### src/rtl/core/icmpre_pkg.sv
`timescale 1ns / 1ps

package icmpre_pkg;

  localparam int unsigned WordW    = 16;
  localparam int unsigned ByteCntW = 16;
  localparam int unsigned WposW    = 3;

  localparam logic [ByteCntW-1:0] MAX_PACKET_BYTES = 16'hFFFF;
  localparam logic [ByteCntW-1:0] HDR_BYTES        = 16'd8;
  localparam logic [WordW-1:0]    MASK16           = 16'hFFFF;

  // header word slots, position saturates at WPOS_BODY
  localparam logic [WposW-1:0] WPOS_TC   = 3'd0;
  localparam logic [WposW-1:0] WPOS_CK   = 3'd1;
  localparam logic [WposW-1:0] WPOS_ID   = 3'd2;
  localparam logic [WposW-1:0] WPOS_SEQ  = 3'd3;
  localparam logic [WposW-1:0] WPOS_BODY = 3'd4;

  localparam logic [7:0] TYPE_ECHO_REPLY = 8'd0;
  localparam logic [7:0] TYPE_UNREACH    = 8'd3;
  localparam logic [7:0] TYPE_ECHO_REQ   = 8'd8;
  localparam logic [7:0] TYPE_TIME_EXC   = 8'd11;

  typedef enum logic [2:0] {
    VRD_SHORT     = 3'd0,
    VRD_BAD_CKSUM = 3'd1,
    VRD_ECHO_REQ  = 3'd2,
    VRD_ECHO_REP  = 3'd3,
    VRD_UNREACH   = 3'd4,
    VRD_TIME_EXC  = 3'd5,
    VRD_OTHER     = 3'd6
  } verdict_e;

  typedef struct packed {
    logic [WordW-1:0] word;
    logic             odd_byte;
    logic             last;
  } item_t;

  // message state including the current word
  typedef struct packed {
    logic [WordW-1:0]    type_code_word;
    logic [WordW-1:0]    received_checksum;
    logic [WordW-1:0]    echo_id;
    logic [WordW-1:0]    echo_seq;
    logic [WordW-1:0]    verify_sum;
    logic [WordW-1:0]    reply_sum;
    logic [ByteCntW-1:0] byte_count;
  } msg_t;

  // first member sits in the top bits, so verdict ends up at bit 0
  typedef struct packed {
    logic [15:0] payload_bytes;
    logic [15:0] reply_checksum;
    logic [15:0] sequence_res;
    logic [15:0] identifier;
    logic [7:0]  msg_code;
    logic [7:0]  msg_type;
    verdict_e    verdict;
  } result_t;

  localparam int unsigned ResW  = $bits(result_t);
  localparam int unsigned TdatW = ((ResW + 7) / 8) * 8;

  // ones-complement add with end-around carry; the result never exceeds 16 bits
  function automatic logic [WordW-1:0] oc_add(input logic [WordW-1:0] s,
                                              input logic [WordW-1:0] w);
    logic [WordW:0] t;
    t = {1'b0, s} + {1'b0, w};
    return t[WordW-1:0] + {{(WordW-1){1'b0}}, t[WordW]};
  endfunction

endpackage

### src/rtl/core/icmpre_acc.sv
`timescale 1ns / 1ps

module icmpre_acc (
  input  logic               clk_i,
  input  logic               rst_ni,
  input  logic               en_i,
  input  icmpre_pkg::item_t  item_i,
  output icmpre_pkg::msg_t   msg_o
);
  import icmpre_pkg::*;

  msg_t             msg_q;
  msg_t             msg_d;
  logic [WposW-1:0] wpos_q;
  logic [WposW-1:0] wpos_d;
  logic [WordW-1:0] w;
  logic             odd;
  logic [ByteCntW:0] cnt_sum;

  always_comb begin
    odd = item_i.last & item_i.odd_byte;
    w   = odd ? {item_i.word[WordW-1:8], 8'h00} : item_i.word;

    msg_d = msg_q;
    unique case (wpos_q)
      WPOS_TC: begin
        msg_d.type_code_word = w;
        msg_d.verify_sum     = oc_add(msg_q.verify_sum, w);
      end
      WPOS_CK: begin
        msg_d.received_checksum = w;
      end
      WPOS_ID: begin
        msg_d.echo_id    = w;
        msg_d.verify_sum = oc_add(msg_q.verify_sum, w);
        msg_d.reply_sum  = oc_add(msg_q.reply_sum, w);
      end
      WPOS_SEQ: begin
        msg_d.echo_seq   = w;
        msg_d.verify_sum = oc_add(msg_q.verify_sum, w);
        msg_d.reply_sum  = oc_add(msg_q.reply_sum, w);
      end
      default: begin
        msg_d.verify_sum = oc_add(msg_q.verify_sum, w);
        msg_d.reply_sum  = oc_add(msg_q.reply_sum, w);
      end
    endcase

    cnt_sum = {1'b0, msg_q.byte_count} + (odd ? 17'd1 : 17'd2);
    if (cnt_sum > {1'b0, MAX_PACKET_BYTES}) begin
      msg_d.byte_count = MAX_PACKET_BYTES;
    end else begin
      msg_d.byte_count = cnt_sum[ByteCntW-1:0];
    end

    wpos_d = (wpos_q < WPOS_BODY) ? wpos_q + 3'd1 : wpos_q;
  end

  assign msg_o = msg_d;

  always_ff @(posedge clk_i or negedge rst_ni) begin
    if (!rst_ni) begin
      msg_q  <= '0;
      wpos_q <= WPOS_TC;
    end else if (en_i) begin
      if (item_i.last) begin
        msg_q  <= '0;
        wpos_q <= WPOS_TC;
      end else begin
        msg_q  <= msg_d;
        wpos_q <= wpos_d;
      end
    end
  end

endmodule

### src/rtl/core/icmpre_vrd.sv
`timescale 1ns / 1ps

module icmpre_vrd (
  input  icmpre_pkg::msg_t    msg_i,
  output icmpre_pkg::result_t res_o
);
  import icmpre_pkg::*;

  logic [7:0]       tp;
  logic [WordW-1:0] vsum_n;

  always_comb begin
    tp     = msg_i.type_code_word[15:8];
    vsum_n = ~msg_i.verify_sum & MASK16;

    res_o                = '0;
    res_o.msg_type       = tp;
    res_o.msg_code       = msg_i.type_code_word[7:0];
    res_o.identifier     = msg_i.echo_id;
    res_o.sequence_res   = msg_i.echo_seq;

    priority if (msg_i.byte_count < HDR_BYTES) begin
      res_o.verdict = VRD_SHORT;
    end else begin
      res_o.payload_bytes = msg_i.byte_count - HDR_BYTES;
      // exact compare: 0x0000 and 0xFFFF are distinct here
      priority if (vsum_n != msg_i.received_checksum) begin
        res_o.verdict = VRD_BAD_CKSUM;
      end else if (tp == TYPE_ECHO_REQ) begin
        res_o.verdict        = VRD_ECHO_REQ;
        res_o.reply_checksum = ~msg_i.reply_sum & MASK16;
      end else if (tp == TYPE_ECHO_REPLY) begin
        res_o.verdict = VRD_ECHO_REP;
      end else if (tp == TYPE_UNREACH) begin
        res_o.verdict = VRD_UNREACH;
      end else if (tp == TYPE_TIME_EXC) begin
        res_o.verdict = VRD_TIME_EXC;
      end else begin
        res_o.verdict = VRD_OTHER;
      end
    end
  end

endmodule

### src/rtl/core/icmp_receive_echo_responder_unit.sv
`timescale 1ns / 1ps

// ICMP receive checker with echo responder.
// Slave stream: one 16-bit message word per beat, network byte order, tlast on
// the final word; tuser marks a final word that carries only its high byte.
// Master stream: one beat per message, with verdict, type, code, identifier,
// sequence, reply checksum (echo requests only) and payload length.
// Words pass an input register, then the checksum/header update and the
// verdict logic, and land in an output register. The result of a message
// appears on the master side once its last word has left the input register.
// Throughput is one word per cycle, but a last word waits while the master side
// holds a result; a new message may start in the cycle after the last word of the previous one.
// Reset clears the running sums, byte count and header fields and drops any
// word or result in flight. If the master side stalls, the output register
// holds its beat; body words keep flowing, and the input register stops only
// once a last word waits behind the held result.
module icmp_receive_echo_responder_unit (
  input  logic                          clk_i,
  input  logic                          rst_ni,
  input  logic                          s_axis_tvalid_i,
  output logic                          s_axis_tready_o,
  input  logic [15:0]                   s_axis_tdata_i,  // word
  input  logic                          s_axis_tuser_i,  // odd_byte
  input  logic                          s_axis_tlast_i,
  output logic                          m_axis_tvalid_o,
  input  logic                          m_axis_tready_i,
  // verdict[2:0], msg_type[10:3], msg_code[18:11], identifier[34:19],
  // sequence_res[50:35], reply_checksum[66:51], payload_bytes[82:67], zeros above
  output logic [icmpre_pkg::TdatW-1:0]  m_axis_tdata_o
);
  import icmpre_pkg::*;

  logic    in_vld_q;
  item_t   in_q;
  logic    out_vld_q;
  result_t out_q;
  logic    out_free;
  logic    advance;
  msg_t    msg;
  result_t res;

  assign out_free        = !out_vld_q || m_axis_tready_i;
  assign advance         = in_vld_q && (!in_q.last || out_free);
  assign s_axis_tready_o = !in_vld_q || advance;

  always_ff @(posedge clk_i or negedge rst_ni) begin
    if (!rst_ni) begin
      in_vld_q <= 1'b0;
    end else if (s_axis_tready_o) begin
      in_vld_q <= s_axis_tvalid_i;
    end
  end

  always_ff @(posedge clk_i) begin
    if (s_axis_tready_o && s_axis_tvalid_i) begin
      in_q.word     <= s_axis_tdata_i;
      in_q.odd_byte <= s_axis_tuser_i;
      in_q.last     <= s_axis_tlast_i;
    end
  end

  icmpre_acc u_acc (
    .clk_i  (clk_i),
    .rst_ni (rst_ni),
    .en_i   (advance),
    .item_i (in_q),
    .msg_o  (msg)
  );

  icmpre_vrd u_vrd (
    .msg_i (msg),
    .res_o (res)
  );

  always_ff @(posedge clk_i or negedge rst_ni) begin
    if (!rst_ni) begin
      out_vld_q <= 1'b0;
    end else if (out_free) begin
      out_vld_q <= advance && in_q.last;
    end
  end

  always_ff @(posedge clk_i) begin
    if (out_free && advance && in_q.last) begin
      out_q <= res;
    end
  end

  assign m_axis_tvalid_o = out_vld_q;
  assign m_axis_tdata_o  = {{(TdatW-ResW){1'b0}}, out_q};

endmodule
### config.mk
export PLATFORM = sky130hd
export DESIGN_NAME = icmp_receive_echo_responder_unit
export DESIGN_NICKNAME = d
export VERILOG_FILES = /design/src/rtl/core/icmpre_pkg.sv /design/src/rtl/core/icmpre_acc.sv /design/src/rtl/core/icmpre_vrd.sv /design/src/rtl/core/icmp_receive_echo_responder_unit.sv
export SDC_FILE = /design/constraint.sdc
export NUM_CORES = 1
export LEC_CHECK = 0
export BUFFER_PORTS_ARGS = -buffer_cell sky130_fd_sc_hd__buf_2
export CAP_MARGIN = 40
export CORE_MARGIN = 5
export CORE_UTILIZATION = 52
export CTS_BUF_LIST = sky130_fd_sc_hd__clkbuf_4
export DETAILED_ROUTE_END_ITERATION = 8
export HOLD_SLACK_MARGIN = 0.1
export PLACE_DENSITY = 0.74
export SLEW_MARGIN = 20
export SYNTH_ARGS = -nofsm -noshare
export SYNTH_HDL_FRONTEND = slang
export SYNTH_SLANG_ARGS = --single-unit
### constraint.sdc
create_clock -name clk_i -period 4.9 [get_ports clk_i]
set_input_delay 0.245 -clock clk_i [delete_from_list [all_inputs] [get_ports clk_i]]
set_output_delay 0.245 -clock clk_i [all_outputs]
set_load 0.02 [all_outputs]
Word-level counts from Yosys, hierarchy flattened. Index checks and enable logic that the tools add are counted.

Add/subtract/negate cells: 7. Magnitude comparators: 3. Equal/unequal tests: 7. Muxes and demuxes: 17. Bitwise gates (word level): 4. Reductions and logical operators: 19.

Operator list (number): two-way mux 112 bit (1); two-way mux 16 bit (7); adder 16 x 16 -> 17 bit (2); adder 16 x 1 -> 16 bit (2); inverter 16 bit (2); adder 16 x 17 -> 17 bit (1); > comparator 17 x 16 -> 1 bit (second input constant) (1); equality test 8 x 4 -> 1 bit (second input constant) (2); < comparator 16 x 4 -> 1 bit (second input constant) (1); != test 16 bit (1); subtractor 16 x 4 -> 16 bit (second input constant) (1); two-way mux 2 bit (5); equality test 8 x 2 -> 1 bit (second input constant) (1); zero test 8 bit (1); two-way mux 8 bit (1); equality test 3 x 2 -> 1 bit (second input constant) (2); two-way mux 3 bit (2); logical AND 1 bit (5); OR reduction 2 bit (2); OR reduction 4 bit (1); adder 3 x 1 -> 3 bit (second input constant) (1); equality test 3 x 1 -> 1 bit (second input constant) (1); zero test 1 bit (3); zero test 3 bit (1); other kinds (8) (10).

Flip-flop bits (word level): 218. Input port bits: 22. Output and inout bits: 90.

Depth between registers and ports, before layout.
Depth after elaboration: 9. Gate-level depth with buffers: 30. Gate-level depth less buffers: 25.

Modules after synthesis. A second synthesis with hierarchy kept.

Cells, all modules: 1301. Area, all modules: 13269.0 sq um.

Modules (own cells, without submodules): icmpre_acc (instances 1, cells an instance 1020, area an instance 8879.8 sq um); icmp_receive_echo_responder_unit (instances 1, cells an instance 117, area an instance 3180.6 sq um); icmpre_vrd (instances 1, cells an instance 164, area an instance 1208.7 sq um).

Worst setup path before layout. Ideal clock, no wire load.

Path type: register -> register. From: register in_q[1] in the netlist's numbering. To: register out_q, in the netlist m_axis_tdata_o[63] (data pin). Arrival time: 5.253 ns. Setup slack: -0.493 ns. Stages on the path, launching flop included: 30. Buffers on the path: 5. Cell sequence: edfxtp_1 buf_2 nand2_4 clkbuf_1 clkbuf_1 nand2_1 inv_1 ha_1 ha_1 inv_1 o21ai_0 o31ai_1 o22ai_1 a2111o_1 o21ai_0 nor2_1 o21ai_0 nand2b_1 ha_1 and2_0 nand3_1 or4b_2 xor2_1 xnor2_1 o41ai_1 o2111ai_1 or4_1 buf_2 buf_6 nor2_1.

Longest elaborated chain between the ends: 8. Elaborated cells between the ends (all ways): 18. Those cells by class: 5 x add/sub; 2 x order compare; 1 x eq/ne; 6 x mux; 3 x bitwise; 1 x reduce/logical.

Ends and longest elaborated chain: from (decl) (line icmp_receive_echo_responder_unit.sv:34) `item_t in_q;`; AND 1 bit (*) (line icmpre_acc.sv:21) `odd = item_i.last & item_i.odd_byte;`; branches (longest 7 deep; another with adder 16 x 17 -> 17 bit); to (signal assigned) (line icmp_receive_echo_responder_unit.sv:85) `out_q <= res;`; to (decl) (line icmp_receive_echo_responder_unit.sv:36) `result_t out_q;`.

Mark *: on every way between the ends. A chain may end at the register's enable or synchronous reset.

Worst setup path in the final report.
From: register in_q[1] in the netlist's numbering. To: register out_q, in the netlist m_axis_tdata_o[60] (data pin).

The elaborated chain is that of the path after synthesis.

==> metrics.cfg <==
[synth]
synth_edf_count = 101
ys_seq_area_share_pct = 46.9
synth_cell_types = 89
netlist_instances = 1286
synthFlopType = dfrtp_1
syn_area_um2 = 12700
syn_area_per_cell_um2 = 9.88
ys_seq_elements = 218
yosys_warnings = 0
async_flop_share_pct = 53.7

[worst_setup_path]
reg2reg_from = in_q[1]
worstReg2RegEnd = m_axis_tdata_o[60]
required_ns = 5.44
crit_arrival_ns = 5.34
end_kind = register
r2r_cells = 22
r2r_slack_ns = 0.10
worst-path-max-fanout = 8
critical_path_class = register to register
critPathLaunchType = register

[detailed_routing]
ant_nets = 0
finalWirelength_um = 35900
dr.pass1.iters = 7
drc = 0
via_per_inst = 5.88
wl_per_cell_um = 19.3
drt_iter0_drc = 1041
num_vias = 10900

[placed_design]
dp_hpwl_um = 24500
portBuffers = 106
dpl_cell_area_um2 = 14000
place_congestion = 0.925
pre_cts_slack_ns = -0.113

[floorplan]
fp-row-count = 57
pin_count = 112
die_y_um = 166
start_util_pct = 52.5
die_w_um = 166
core_area_um2 = 24200
dieArea_um2 = 27700

[final_layout]
fin_util_pct = 63.8
finalNetCount = 1540
num-fill-cells = 1937
synthToLayoutAreaGrowth_pct = 21.5
final_cell_mix = nand2_1, dfrtp_1, o21ai_0
layout_commonest_cell = nand2_1
layout-drive-gt1-share_pct = 25.7
design_area_um2 = 15400

[pwr]
p_leak_nw = 6.67
ir_worst_vdd_mv = 0.241
p_per_area_nw_per_um2 = 512
power_w = 0.00791

[global_route]
antenna_found_initial = 1
grt_pass1_vias = 10500
grt_max_degree = 61
grtUsageTotal_pct = 24.9
grt_first_pass_wirelength_um = 56500
grt-ovfl-total = 0

[cts]
cts_buffer_depth = 3
path_clk_slew_ns = 0.07
tritoncts = yes
numCtsBuffers = 55
clockRootBuffer = clkbuf_4
clock_sinks = 218
clock_latency_ns = 0.71
htree_num_levels = 2

[sta]
slew_violations = 0
relSlewSlack_pct = 50.8
tightest_slew_ns = 0.738
worst_slack_ns = 0.101
clock.fmax_mhz = 208
rsz0062_at_grt = yes
finalSetupViolCount = 0
clock_skew_ns = 0.0716
hold_viol_final = 0
finalCriticalPeriod_ns = 4.80
fin_crit_sh_pct = 97.9

[status]
outcome = finished clean

[min_path]
hold_path_depth = 2
hold_start = s_axis_tdata_i[14]
holdPathEnd = in_q[16]
hp-class = primary input to register

[job]
maxCapViolCount = 0

## worst max-delay path by stage
stage,startpoint,to,cells after the start
floorplan,in_q[1],m_axis_tdata_o[63],21
global placement,in_q[1],m_axis_tdata_o[55],21
detailed placement,in_q[1],m_axis_tdata_o[55],21
CTS,in_q[1],m_axis_tdata_o[52],21
global route,in_q[1],m_axis_tdata_o[52],25
finish,in_q[1],m_axis_tdata_o[60],22
## layout make-up
class,count,area [um2],share of cell area (%)
Multi-Input combinational cell,955,6600,42.8
Sequential cell,218,5960,38.6
Timing Repair Buffer,219,1550,10.1
Clock buffer,86,646,4.18
Tap cell,324,405,2.63
Inverter,36,135,0.876
Clock inverter,18,133,0.859
Antenna cell,1,2.50,0.0162
## Yosys cell counts, drive strengths merged, types with 4 or more instances
master	instances	area share, %
o211a	6	0.47
nand3b	13	0.77
nor2b	10	0.49
edfxtp	101	24
o22ai	6	0.30
or4	6	0.35
ha	32	3.2
buf	19	0.89
nand3	32	1.3
xnor2	62	4.3
a22o	38	2.6
a21oi	45	1.9
a211oi	13	0.81
xnor3	4	0.71
mux2i	10	0.79
xor2	42	2.9
a31oi	7	0.34
clkbuf	62	1.8
a21bo	6	0.47
and3	13	0.64
o21a	6	0.35
nand4	6	0.30
o211ai	6	0.35
nor3	35	1.6
a21boi	6	0.35
nand2	171	5.1
dfrtp	117	23
or3	11	0.54
o31ai	13	0.88
a32o	4	0.32
mux2	24	2.1
inv	35	1.0
a22oi	23	1.4
nor4	6	0.30
nor2	87	2.6
nand2b	13	0.64
a21o	10	0.59
o21ai	118	4.6
and2	9	0.44
o31a	4	0.28
## logic make-up (layout without fill, tap and decap cells)
group / Yosys count / count (layout) / share of synthesized area, %
AOI/OAI and AO/OA: 345 / 345 / 18.5
xor gates and xnor gates: 110 / 110 / 8.25
adders and majority gates: 36 / 36 / 3.55
buffers and inverters: 117 / 359 / 3.78
other: 1 / 6 / 0.0295
DFF: 218 / 218 / 46.9
and+or+nand+nor: 425 / 425 / 16.1
muxes: 34 / 34 / 2.92
## routing by layer
metal	GRT usage [%]	vias up	share of wire [%]
met2	40.5	471	48
li1	-	5096	-
met3	4.05	103	7.7
met4	9.14	0	3.1
met1	34.0	5242	41
met5	0	-	0
## stage by stage
| step | instances | setup TNS, ns | hold WS [ns] |
|---|---|---|---|
| after detailed placement | 1715 | -0.229 | 0.214 |
| after global placement | 1711 | 0 | 0.214 |
| final | 1857 | 0 | 0.251 |
| after floorplan | 1290 | 0 | -0.0506 |
| after CTS | 1845 | 0 | 0.191 |
| after global routing | 1857 | -2.29 | 0.221 |
## report_power, final
group	internal, W	switching, W	total, W	leakage, nW
registers	0.00229	0.000312	0.00260	2.56
clock network	0.000909	0.000759	0.00167	0.458
logic	0.00147	0.00218	0.00364	3.65
## flip-flops by register name, summed over array words and instances, names as in the netlist
name and count:
in_q 18, m_axis_tdata_o 83, m_axis_tvalid_o 1, u_acc.wpos_q 3, in_vld_q 1, u_acc.msg_q 112
## worst max-delay path: stages (launching register included)
cell	delay, ns
edfxtp_1	0.51
buf_6	0.18
a21bo_4	0.22
nor4b_4	0.36
o31ai_4	0.13
o22ai_2	0.18
a2111o_1	0.18
o21ai_2	0.06
nor2_1	0.09
o21ai_1	0.08
nand2b_1	0.08
ha_2	0.18
ha_2	0.19
and3_4	0.21
nand4b_1	0.24
nor4_4	0.27
xor3_1	0.28
nor3_2	0.19
o2111ai_2	0.17
or4_4	0.49
buf_12	0.16
clkbuf_16	0.17
nor2_4	0.08
## timing repair
| item | CTS | global route |
|---|---|---|
| gates cloned | 0 | 1 |
| setup endpoints to repair | 4 | 23 |
| resized for setup | 2 | 57 |
| pin swaps | 3 | 28 |
| setup buffers | 2 | 10 |
| hold buffers | 24 | 0 |
| hold endpoints to repair | 86 | 0 |
(Power assumes the default switching activity.)
